**src/hw/rtl/bmcsr_pkg.sv**
```systemverilog
// Shared constants, job type and helper for the bitmap to CSR converter.
`timescale 1ns / 1ps

package bmcsr_pkg;

	localparam int LANES      = 8;          // pixels per input byte
	localparam int SIZE_W     = 13;         // matrix_size register width
	localparam int ROW_W      = 12;
	localparam int COL_W      = 12;
	localparam int BYTE_W     = 9;          // byte position within a row
	localparam int BPR_W      = 10;         // bytes per row, up to 512
	localparam int POS_W      = 25;
	localparam int LEN_W      = 13;
	localparam int CNT_W      = 4;          // hits in one byte, 0..8
	localparam int LANE_W     = 3;

	localparam logic [SIZE_W-1:0] MAX_SIZE   = 13'd4096;
	localparam logic [SIZE_W-1:0] RESET_SIZE = 13'd8;
	localparam logic [POS_W-1:0]  POS_MAX    = {POS_W{1'b1}};

	localparam logic KIND_ENTRY   = 1'b0;
	localparam logic KIND_SUMMARY = 1'b1;

	// Everything the emitter needs to serialize the results of one byte.
	typedef struct packed {
		logic [LANES-1:0]  hit_mask;   // bit k set: lane k (column base+k) is a nonzero
		logic [ROW_W-1:0]  row;
		logic [BYTE_W-1:0] byte_idx;
		logic [POS_W-1:0]  pos_base;   // position of the first entry of this byte
		logic [POS_W-1:0]  row_start;
		logic [LEN_W-1:0]  row_len;    // row length including this byte
		logic              has_sum;    // byte closes its row
		logic              done;       // closed row is the final one
	} job_t;

	// Saturating add of a small count onto a position.
	function automatic logic [POS_W-1:0] pos_add(logic [POS_W-1:0] base, logic [CNT_W-1:0] n);
		logic [POS_W:0] sum;
		sum = {1'b0, base} + {{(POS_W+1-CNT_W){1'b0}}, n};
		pos_add = sum[POS_W] ? POS_MAX : sum[POS_W-1:0];
	endfunction

endpackage

```
**src/hw/rtl/bitmap_rows_to_csr.sv**
```systemverilog
// Top level: packed bitmap bytes in, CSR entry and row summary beats out.
`timescale 1ns / 1ps

// Channel   Direction  Handshake              Payload
// config    in         cfg_write              matrix_size
// pixels    in         in_valid / in_stall    data_byte
// results   out        out_valid / out_stall  kind, row_index, column_index,
//                                             entry_position, row_length,
//                                             matrix_done, last
//
// A byte makes 0 to 9 beats (up to eight entries plus a row summary); the
// emitter sends one beat per cycle while out_stall is low and stalls the
// input while it holds a byte with beats still to send. Eight pixel lanes
// test a whole byte in the accept cycle; the single output register of the
// emitter sets the rate. Reset sets matrix_size to 8 and clears all
// counters; a config write also clears them. out_stall holds the current
// beat and, while the emitter holds a byte, backs up into in_stall.
module bitmap_rows_to_csr (
	input  logic                          clk,
	input  logic                          arst_n,
	// config
	input  logic                          cfg_write,
	input  logic [bmcsr_pkg::SIZE_W-1:0]  matrix_size,
	// pixel bytes
	input  logic                          in_valid,
	output logic                          in_stall,
	input  logic [7:0]                    data_byte,
	// results
	output logic                          out_valid,
	input  logic                          out_stall,
	output logic                          kind,
	output logic [bmcsr_pkg::ROW_W-1:0]   row_index,
	output logic [bmcsr_pkg::COL_W-1:0]   column_index,
	output logic [bmcsr_pkg::POS_W-1:0]   entry_position,
	output logic [bmcsr_pkg::LEN_W-1:0]   row_length,
	output logic                          matrix_done,
	output logic                          last
);
	import bmcsr_pkg::*;

	job_t job;
	logic has_results;
	logic emit_ready;
	logic in_fire;

	// a byte is taken whenever the emitter slot is free or frees this cycle
	assign in_stall = !emit_ready;
	assign in_fire  = in_valid && emit_ready;

	// counters, lanes and hit merge
	bmcsr_front u_front (
		.clk         (clk),
		.arst_n      (arst_n),
		.cfg_write   (cfg_write),
		.cfg_size    (matrix_size),
		.in_fire     (in_fire),
		.data_byte   (data_byte),
		.job         (job),
		.has_results (has_results)
	);

	// serializer with output register; bytes without beats never enter it
	bmcsr_emit u_emit (
		.clk            (clk),
		.arst_n         (arst_n),
		.load           (in_fire && has_results),
		.job_in         (job),
		.ready          (emit_ready),
		.out_valid      (out_valid),
		.out_stall      (out_stall),
		.kind           (kind),
		.row_index      (row_index),
		.column_index   (column_index),
		.entry_position (entry_position),
		.row_length     (row_length),
		.matrix_done    (matrix_done),
		.last           (last)
	);

endmodule

```
**src/hw/rtl/bmcsr_lane.sv**
```systemverilog
// One pixel lane: flags a set pixel that lies inside the matrix.
`timescale 1ns / 1ps

module bmcsr_lane (
	input  logic                        pixel,
	input  logic [bmcsr_pkg::COL_W-1:0] col,
	input  logic [bmcsr_pkg::SIZE_W-1:0] size,
	output logic                        hit
);
	import bmcsr_pkg::*;

	// padding columns at or past the size are dropped
	assign hit = pixel && ({1'b0, col} < size);

endmodule

```
**src/hw/rtl/bmcsr_front.sv**
```systemverilog
// Front end: size register, row counters, pixel lanes and hit merge.
`timescale 1ns / 1ps

module bmcsr_front (
	input  logic                         clk,
	input  logic                         arst_n,
	input  logic                         cfg_write,
	input  logic [bmcsr_pkg::SIZE_W-1:0] cfg_size,
	input  logic                         in_fire,
	input  logic [7:0]                   data_byte,
	output bmcsr_pkg::job_t              job,
	output logic                         has_results
);
	import bmcsr_pkg::*;

	logic [SIZE_W-1:0] size_q;
	logic [ROW_W-1:0]  row_q;
	logic [BYTE_W-1:0] bir_q;
	logic [POS_W-1:0]  nc_q;
	logic [POS_W-1:0]  rs_q;
	logic [LEN_W-1:0]  rn_q;

	logic [LANES-1:0]  hits;
	logic [CNT_W-1:0]  cnt;
	logic [SIZE_W-1:0] bpr_sum;
	logic [BPR_W-1:0]  bpr;
	logic [BPR_W-1:0]  bir_inc;
	logic              end_row;
	logic              done;
	logic [POS_W-1:0]  nc_new;
	logic [LEN_W-1:0]  rn_new;
	logic [SIZE_W-1:0] size_eff;

	// clamp written size to 1..MAX_SIZE
	always_comb begin
		if (cfg_size == '0) begin
			size_eff = SIZE_W'(1);
		end else if (cfg_size > MAX_SIZE) begin
			size_eff = MAX_SIZE;
		end else begin
			size_eff = cfg_size;
		end
	end

	genvar k;
	generate
		for (k = 0; k < LANES; k++) begin : g_lane
			bmcsr_lane u_lane (
				.pixel (data_byte[LANES-1-k]),
				.col   ({bir_q, LANE_W'(k)}),
				.size  (size_q),
				.hit   (hits[k])
			);
		end
	endgenerate

	// merge: hit count of the byte
	always_comb begin
		cnt = '0;
		for (int i = 0; i < LANES; i++) begin
			cnt = cnt + CNT_W'(hits[i]);
		end
	end

	// size is at most 4096, so size + 7 still fits the register width
	assign bpr_sum = size_q + SIZE_W'(LANES - 1);
	assign bpr     = bpr_sum[SIZE_W-1:LANE_W];
	assign bir_inc = {1'b0, bir_q} + BPR_W'(1);
	assign end_row = bir_inc >= bpr;
	assign done    = ({1'b0, row_q} + SIZE_W'(1)) >= size_q;
	assign nc_new  = pos_add(nc_q, cnt);
	assign rn_new  = rn_q + LEN_W'(cnt);

	always_comb begin
		job.hit_mask  = hits;
		job.row       = row_q;
		job.byte_idx  = bir_q;
		job.pos_base  = nc_q;
		job.row_start = rs_q;
		job.row_len   = rn_new;
		job.has_sum   = end_row;
		job.done      = done;
	end

	assign has_results = (hits != '0) || end_row;

	always_ff @(posedge clk or negedge arst_n) begin
		if (!arst_n) begin
			size_q <= RESET_SIZE;
			row_q  <= '0;
			bir_q  <= '0;
			nc_q   <= '0;
			rs_q   <= '0;
			rn_q   <= '0;
		end else if (cfg_write) begin
			size_q <= size_eff;
			row_q  <= '0;
			bir_q  <= '0;
			nc_q   <= '0;
			rs_q   <= '0;
			rn_q   <= '0;
		end else if (in_fire) begin
			if (end_row && done) begin
				row_q <= '0;
				bir_q <= '0;
				nc_q  <= '0;
				rs_q  <= '0;
				rn_q  <= '0;
			end else if (end_row) begin
				row_q <= row_q + ROW_W'(1);
				bir_q <= '0;
				nc_q  <= nc_new;
				rs_q  <= nc_new;
				rn_q  <= '0;
			end else begin
				bir_q <= bir_inc[BYTE_W-1:0];
				nc_q  <= nc_new;
				rn_q  <= rn_new;
			end
		end
	end

endmodule

```
**src/hw/rtl/bmcsr_emit.sv**
```systemverilog
// Emitter: holds one byte job and sends its results one beat per cycle while out_stall is low.
`timescale 1ns / 1ps

module bmcsr_emit (
	input  logic                          clk,
	input  logic                          arst_n,
	input  logic                          load,
	input  bmcsr_pkg::job_t               job_in,
	output logic                          ready,
	output logic                          out_valid,
	input  logic                          out_stall,
	output logic                          kind,
	output logic [bmcsr_pkg::ROW_W-1:0]   row_index,
	output logic [bmcsr_pkg::COL_W-1:0]   column_index,
	output logic [bmcsr_pkg::POS_W-1:0]   entry_position,
	output logic [bmcsr_pkg::LEN_W-1:0]   row_length,
	output logic                          matrix_done,
	output logic                          last
);
	import bmcsr_pkg::*;

	job_t              job_q;
	logic              job_valid_q;
	logic [LANES-1:0]  mask_q;
	logic [CNT_W-1:0]  idx_q;

	logic              out_valid_q;
	logic              kind_q;
	logic [ROW_W-1:0]  row_q;
	logic [COL_W-1:0]  col_q;
	logic [POS_W-1:0]  pos_q;
	logic [LEN_W-1:0]  len_q;
	logic              done_q;
	logic              last_q;

	logic              adv;
	logic [LANE_W-1:0] pick;
	logic [LANES-1:0]  mask_next;
	logic              is_entry;
	logic              job_end;

	// lowest set lane first: column order
	always_comb begin
		pick = '0;
		for (int i = LANES - 1; i >= 0; i--) begin
			if (mask_q[i]) begin
				pick = LANE_W'(i);
			end
		end
	end

	assign is_entry  = mask_q != '0;
	assign mask_next = mask_q & ~(LANES'(1) << pick);
	assign adv       = !out_valid_q || !out_stall;
	assign job_end   = is_entry ? (mask_next == '0 && !job_q.has_sum) : 1'b1;
	assign ready     = !job_valid_q || (adv && job_end);

	always_ff @(posedge clk or negedge arst_n) begin
		if (!arst_n) begin
			job_valid_q <= 1'b0;
		end else if (load) begin
			job_valid_q <= 1'b1;
		end else if (adv && job_end) begin
			job_valid_q <= 1'b0;
		end
	end

	always_ff @(posedge clk) begin
		if (load) begin
			job_q  <= job_in;
			mask_q <= job_in.hit_mask;
			idx_q  <= '0;
		end else if (adv && job_valid_q && is_entry) begin
			mask_q <= mask_next;
			idx_q  <= idx_q + CNT_W'(1);
		end
	end

	always_ff @(posedge clk or negedge arst_n) begin
		if (!arst_n) begin
			out_valid_q <= 1'b0;
		end else if (adv) begin
			out_valid_q <= job_valid_q;
		end
	end

	always_ff @(posedge clk) begin
		if (adv && job_valid_q) begin
			row_q <= job_q.row;
			if (is_entry) begin
				kind_q <= KIND_ENTRY;
				col_q  <= {job_q.byte_idx, pick};
				pos_q  <= pos_add(job_q.pos_base, idx_q);
				len_q  <= '0;
				done_q <= 1'b0;
				last_q <= job_end;
			end else begin
				kind_q <= KIND_SUMMARY;
				col_q  <= '0;
				pos_q  <= job_q.row_start;
				len_q  <= job_q.row_len;
				done_q <= job_q.done;
				last_q <= 1'b1;
			end
		end
	end

	assign out_valid      = out_valid_q;
	assign kind           = kind_q;
	assign row_index      = row_q;
	assign column_index   = col_q;
	assign entry_position = pos_q;
	assign row_length     = len_q;
	assign matrix_done    = done_q;
	assign last           = last_q;

	// a new job only lands in a free slot
	a_load_free: assert property (@(posedge clk) disable iff (!arst_n)
		load |-> ready)
		else $error("job loaded while slot busy");

	// an emptied entry mask is only left behind for a pending summary
	a_mask_sum: assert property (@(posedge clk) disable iff (!arst_n)
		job_valid_q && mask_q == '0 |-> job_q.has_sum)
		else $error("job held with nothing to send");

	// summary beats always close their byte
	a_sum_last: assert property (@(posedge clk) disable iff (!arst_n)
		out_valid_q && kind_q == KIND_SUMMARY |-> last_q)
		else $error("summary not marked last");

	// matrix end only rides on a summary
	a_done_kind: assert property (@(posedge clk) disable iff (!arst_n)
		out_valid_q && done_q |-> kind_q == KIND_SUMMARY)
		else $error("matrix_done on an entry beat");

endmodule

```
**config.mk**
```make
export PLATFORM = sky130hd
export DESIGN_NAME = bitmap_rows_to_csr
export DESIGN_NICKNAME = d
export VERILOG_FILES = /design/src/hw/rtl/bmcsr_pkg.sv /design/src/hw/rtl/bitmap_rows_to_csr.sv /design/src/hw/rtl/bmcsr_lane.sv /design/src/hw/rtl/bmcsr_front.sv /design/src/hw/rtl/bmcsr_emit.sv
export SDC_FILE = /design/constraint.sdc
export NUM_CORES = 1
export LEC_CHECK = 0
export CAP_MARGIN = 20
export CORE_ASPECT_RATIO = 0.7
export CORE_UTILIZATION = 58
export CTS_CLUSTER_DIAMETER = 40
export DETAILED_ROUTE_END_ITERATION = 10
export DONT_BUFFER_PORTS = 1
export GPL_TIMING_DRIVEN = 0
export MAX_ROUTING_LAYER = met4
export PLACE_DENSITY = 0.76
export SETUP_SLACK_MARGIN = 0.02
export SLEW_MARGIN = 30
export SYNTH_ARGS = -nofsm -noshare
export SYNTH_HDL_FRONTEND = slang
export SYNTH_HIERARCHICAL = 1
export SYNTH_SLANG_ARGS = --single-unit
```
**constraint.sdc**
```tcl
create_clock -name clk -period 5.6 [get_ports clk]
set_clock_uncertainty 0.2 [all_clocks]
set_input_delay 0.84 -clock clk [delete_from_list [all_inputs] [get_ports clk]]
set_output_delay 0.84 -clock clk [all_outputs]
set_load 0.01 [all_outputs]
```
==> impl_metrics.tcl <==
set metrics [dict create \
    status "complete, but fails checks" \
    violations "setup timing" \
    post-route-util 0.7015 \
    drcViolationCount 0 \
    initial_core_util 0.5897 \
    first_pass_iters 5 \
    powerDensity_nw_per_um2 361.8 \
    crit_path_end_kind "flip-flop" \
    antenna_cells 0 \
    die_w_microns 195.2 \
    cts_made_buffers 31 \
    fp.dieH_microns 137.2 \
    r2r-start "u_front/size_q[4]$_DFFE_PN0P_" \
    insertion_delay_ps 580 \
    worst_hold_slack_ps 11.23 \
    wl_per_cell_microns 21.59 \
    cap_violations 0 \
    grt_max_degree 100 \
    start_kind "flip-flop" \
    cp_max_fo 6 \
    netlist_top_cells_area "edfxtp_1, dfrtp_1, ha_1" \
    rsz0062_at_grt "yes" \
    r2r_end "u_front/rs_q[24]$_DFFE_PN0P_" \
    clockBufferDepth 3 \
    cp.depth 20 \
    cts_root_buf "clkbuf_16" \
    hpwl_microns 27380 \
    crit_family "adder cells" \
    yosys_most_used_dff "edfxtp_1" \
    ir_worst_vdd_mv 0.2988 \
    ios 93 \
    cts_tree "built" \
    seq_area_frac_synth 0.4841 \
    drt_iter0_markers 1272 \
    antenna_found_initial 0 \
    cts_sinks 262 \
    drt-met1-wl_microns 18160 \
    hold_violations 0 \
    yosysTopAreaCell "edfxtp_1" \
    r2r_cells 20 \
    cp_cell_sequence "inv_1 -> ha_1 -> nand4_1 -> and3_1 -> o21ai_2 -> a41oi_2 -> inv_2 -> fa_1 -> fa_1 -> fa_1 -> inv_2 -> ha_4 -> fa_2 -> fa_2 -> a211oi_4 -> or3_4 -> nor3_4 -> nand3_2 -> mux2i_1 -> o21ai_1" \
    syn2layout_area_growth_pct 18.95 \
    fp.coreArea_sq_um 25690 \
    layout-drive-gt1-share 0.2046 \
    grt_use_total 0.3180 \
    path_class "reg2reg" \
    htreeDepth 1 \
    placed_cells 1772 \
    cp_common_cell "fa_1" \
    grt_first_pass_wirelength_microns 63910 \
    ant_nets 0 \
    port_buffers 0 \
    pre_cts_slack_ps -859.8 \
    path_buf_inv 3 \
    grt.overflow.total 0 \
    synth-seq-cells 262 \
    required_ps 5840 \
    report.power.total_mw 6.521 \
    tightest_slew_ps 874.7 \
    relSlewSlack 0.4169 \
    layout.nets 1712 \
    grt_pass1_vias 11640 \
    hold_path_class "in2async" \
    num_vias 11990 \
    globalplace.congestion 0.9710 \
    syn_area_sq_um 15150 \
    cp.arrival_ps 6010 \
    yosysWarningCount 6 \
    crit_end "u_front/rs_q[24]$_DFFE_PN0P_" \
    finalSetupViolCount 23 \
    rows 49 \
    wl_met3_microns 3889 \
    worst_slack_ps -169.7 \
    report.final.slew_viol_count 0 \
    synth_top_area_frac 0.3152 \
    cp_slowest_cell "fa_2" \
    min_period_ps 5770 \
    slowest_delay_ps 620 \
    reg2reg_slack_ps -170 \
    route.met2.wl_microns 17950 \
    leakagePower_nw 7.564 \
    dieArea_sq_um 26780 \
    final_cells 1905 \
    ys_async_sr_fraction 0.3779 \
    finalCritPeriodShare 1.030 \
    wirelength_microns 41140 \
    routed.top_layer "met4" \
    avgSynthCellArea_sq_um 10.70 \
    viasPerCell 6.296 \
    netlist_instances 1416 \
    clkSlewWorstSetupHoldPaths_ps 60 \
    synth_cell_types 83 \
    critPathLaunch "u_front/size_q[4]$_DFFE_PN0P_" \
    synth_edf_count 159 \
    clock.fmax_mhz 173.3 \
]
-- per-stage QoR --
stage                     cell area, sq um  setup TNS, ps
after floorplan                      15250              0
final                                18020          -1357
after global routing                 18020          -6588
after CTS                            17670          -1137
after global placement               15660         -37770
after detailed placement             15740         -37820
-- sequential cells by signal, indices dropped and copies added, names as in the netlist --
register,cells
u_emit/column_index,12
u_emit/entry_position,25
u_emit/idx_q,4
u_emit/job_q,86
u_emit/job_valid_q,1
u_emit/kind,1
u_emit/last,1
u_emit/mask_q,8
u_emit/matrix_done,1
u_emit/out_valid,1
u_emit/row_index,12
u_emit/row_length,13
u_front/bir_q,9
u_front/nc_q,25
u_front/rn_q,13
u_front/row_q,12
u_front/rs_q,25
u_front/size_q,13
-- synthesized netlist by cell type (all sizes together) (3+ instances only) --
library cell,n
o22ai,6
nor4,9
and4b,8
inv,142
xor2,37
nand3,56
o31ai,14
a41oi,10
xnor2,35
dfxtp,4
and2,15
a2111o,3
mux2i,9
ha,130
a2111oi,4
and3,44
nand4,35
or2,6
nand2b,13
a21oi,78
nor2,68
clkbuf,23
fa,7
a21o,33
dfrtp,98
and4,5
o21bai,3
o21ai,81
a31oi,11
nand2,126
or3,6
nor2b,4
o221ai,6
buf,24
a211oi,6
a211o,4
nor3,14
edfxtp,159
o211ai,26
a22o,28
-- layer usage --
layer,vias to the layer above,GRT usage
met5,-,-
met4,0,0.09099
met3,93,0.05949
met2,586,0.4692
met1,5881,0.4497
li1,5433,-
-- kinds of logic after synthesis --
| family | after synthesis | share of synthesized area |
|---|---|---|
| adder cells (fa/ha/maj) | 138 | 0.1173 |
| AND/OR/NAND/NOR | 417 | 0.1452 |
| XOR/XNOR | 72 | 0.04163 |
| buffers and inverters | 189 | 0.05203 |
| AO/OA/AOI/OAI | 327 | 0.1534 |
| other | 2 | 0.0004957 |
| flip-flops | 262 | 0.4841 |
| multiplexers | 9 | 0.005947 |
-- worst register-to-register path, delay by kind of cell (launching register included) --
kind / cells / cell delay [ps]
flip-flops: 1 / 460
AND/OR/NAND/NOR: 5 / 1200
adder cells (fa/ha/maj): 7 / 2810
buffers and inverters: 3 / 200
multiplexers: 1 / 220
AO/OA/AOI/OAI: 4 / 540
-- how the worst min path moves through the flow --
stage | from | end | slack, ps
after floorplan | u_emit/job_q[74]$_DFFE_PP_ | u_emit/row_index[0]$_DFFE_PP_ | 200
after global placement | u_emit/job_q[78]$_DFFE_PP_ | u_emit/row_index[4]$_DFFE_PP_ | 200
after detailed placement | u_emit/job_q[76]$_DFFE_PP_ | u_emit/row_index[2]$_DFFE_PP_ | 200
after CTS | arst_n | u_front/rs_q[14]$_DFFE_PN0P_ | 30
after global routing | arst_n | u_front/rs_q[12]$_DFFE_PN0P_ | 50
final | arst_n | u_front/rs_q[18]$_DFFE_PN0P_ | 10
-- layout make-up --
class,count,area [sq um]
clock inverter,22,250.2
multi-input combinational,987,7676
clock buffer,36,794.5
buffer,46,259.0
fill,1805,7667
timing repair buffer,79,732.0
inverter,142,533.0
tap,331,414.1
sequential,262,7362
-- timing repair --
action	CTS	global route
hold buffers	1	0
gates resized for setup	83	51
gates cloned	1	0
pin swaps	36	31
endpoints found under the hold margin	99	0
endpoints found under the setup margin	70	90
setup buffers	56	18
-- cells in the final DEF (no fill, tap or decap), types with 9 or more instances in the layout --
cell type,count
edfxtp_1,159
o21ai_2,12
nand4_1,33
dfrtp_1,77
a21oi_1,51
dfrtp_2,20
ha_1,115
o31ai_1,12
o21ai_1,24
a31oi_1,9
buf_6,10
clkbuf_1,27
o21ai_0,44
buf_2,10
conb_1,24
and2_1,13
clkbuf_16,31
nand2_1,124
nand2b_1,13
ha_4,15
a21oi_2,23
o211ai_1,22
a21o_1,33
mux2i_1,9
nand3_1,50
buf_4,70
a22o_1,28
and3_1,43
xnor2_1,34
nor2_1,58
xor2_1,33
inv_1,130
inv_2,12
-- power by group --
group / switching [mW] / internal (mW)
Sequential: 0.308 / 2.54
Combinational: 1.02 / 0.618
Clock: 0.854 / 1.18
(Power assumes the default switching activity.)
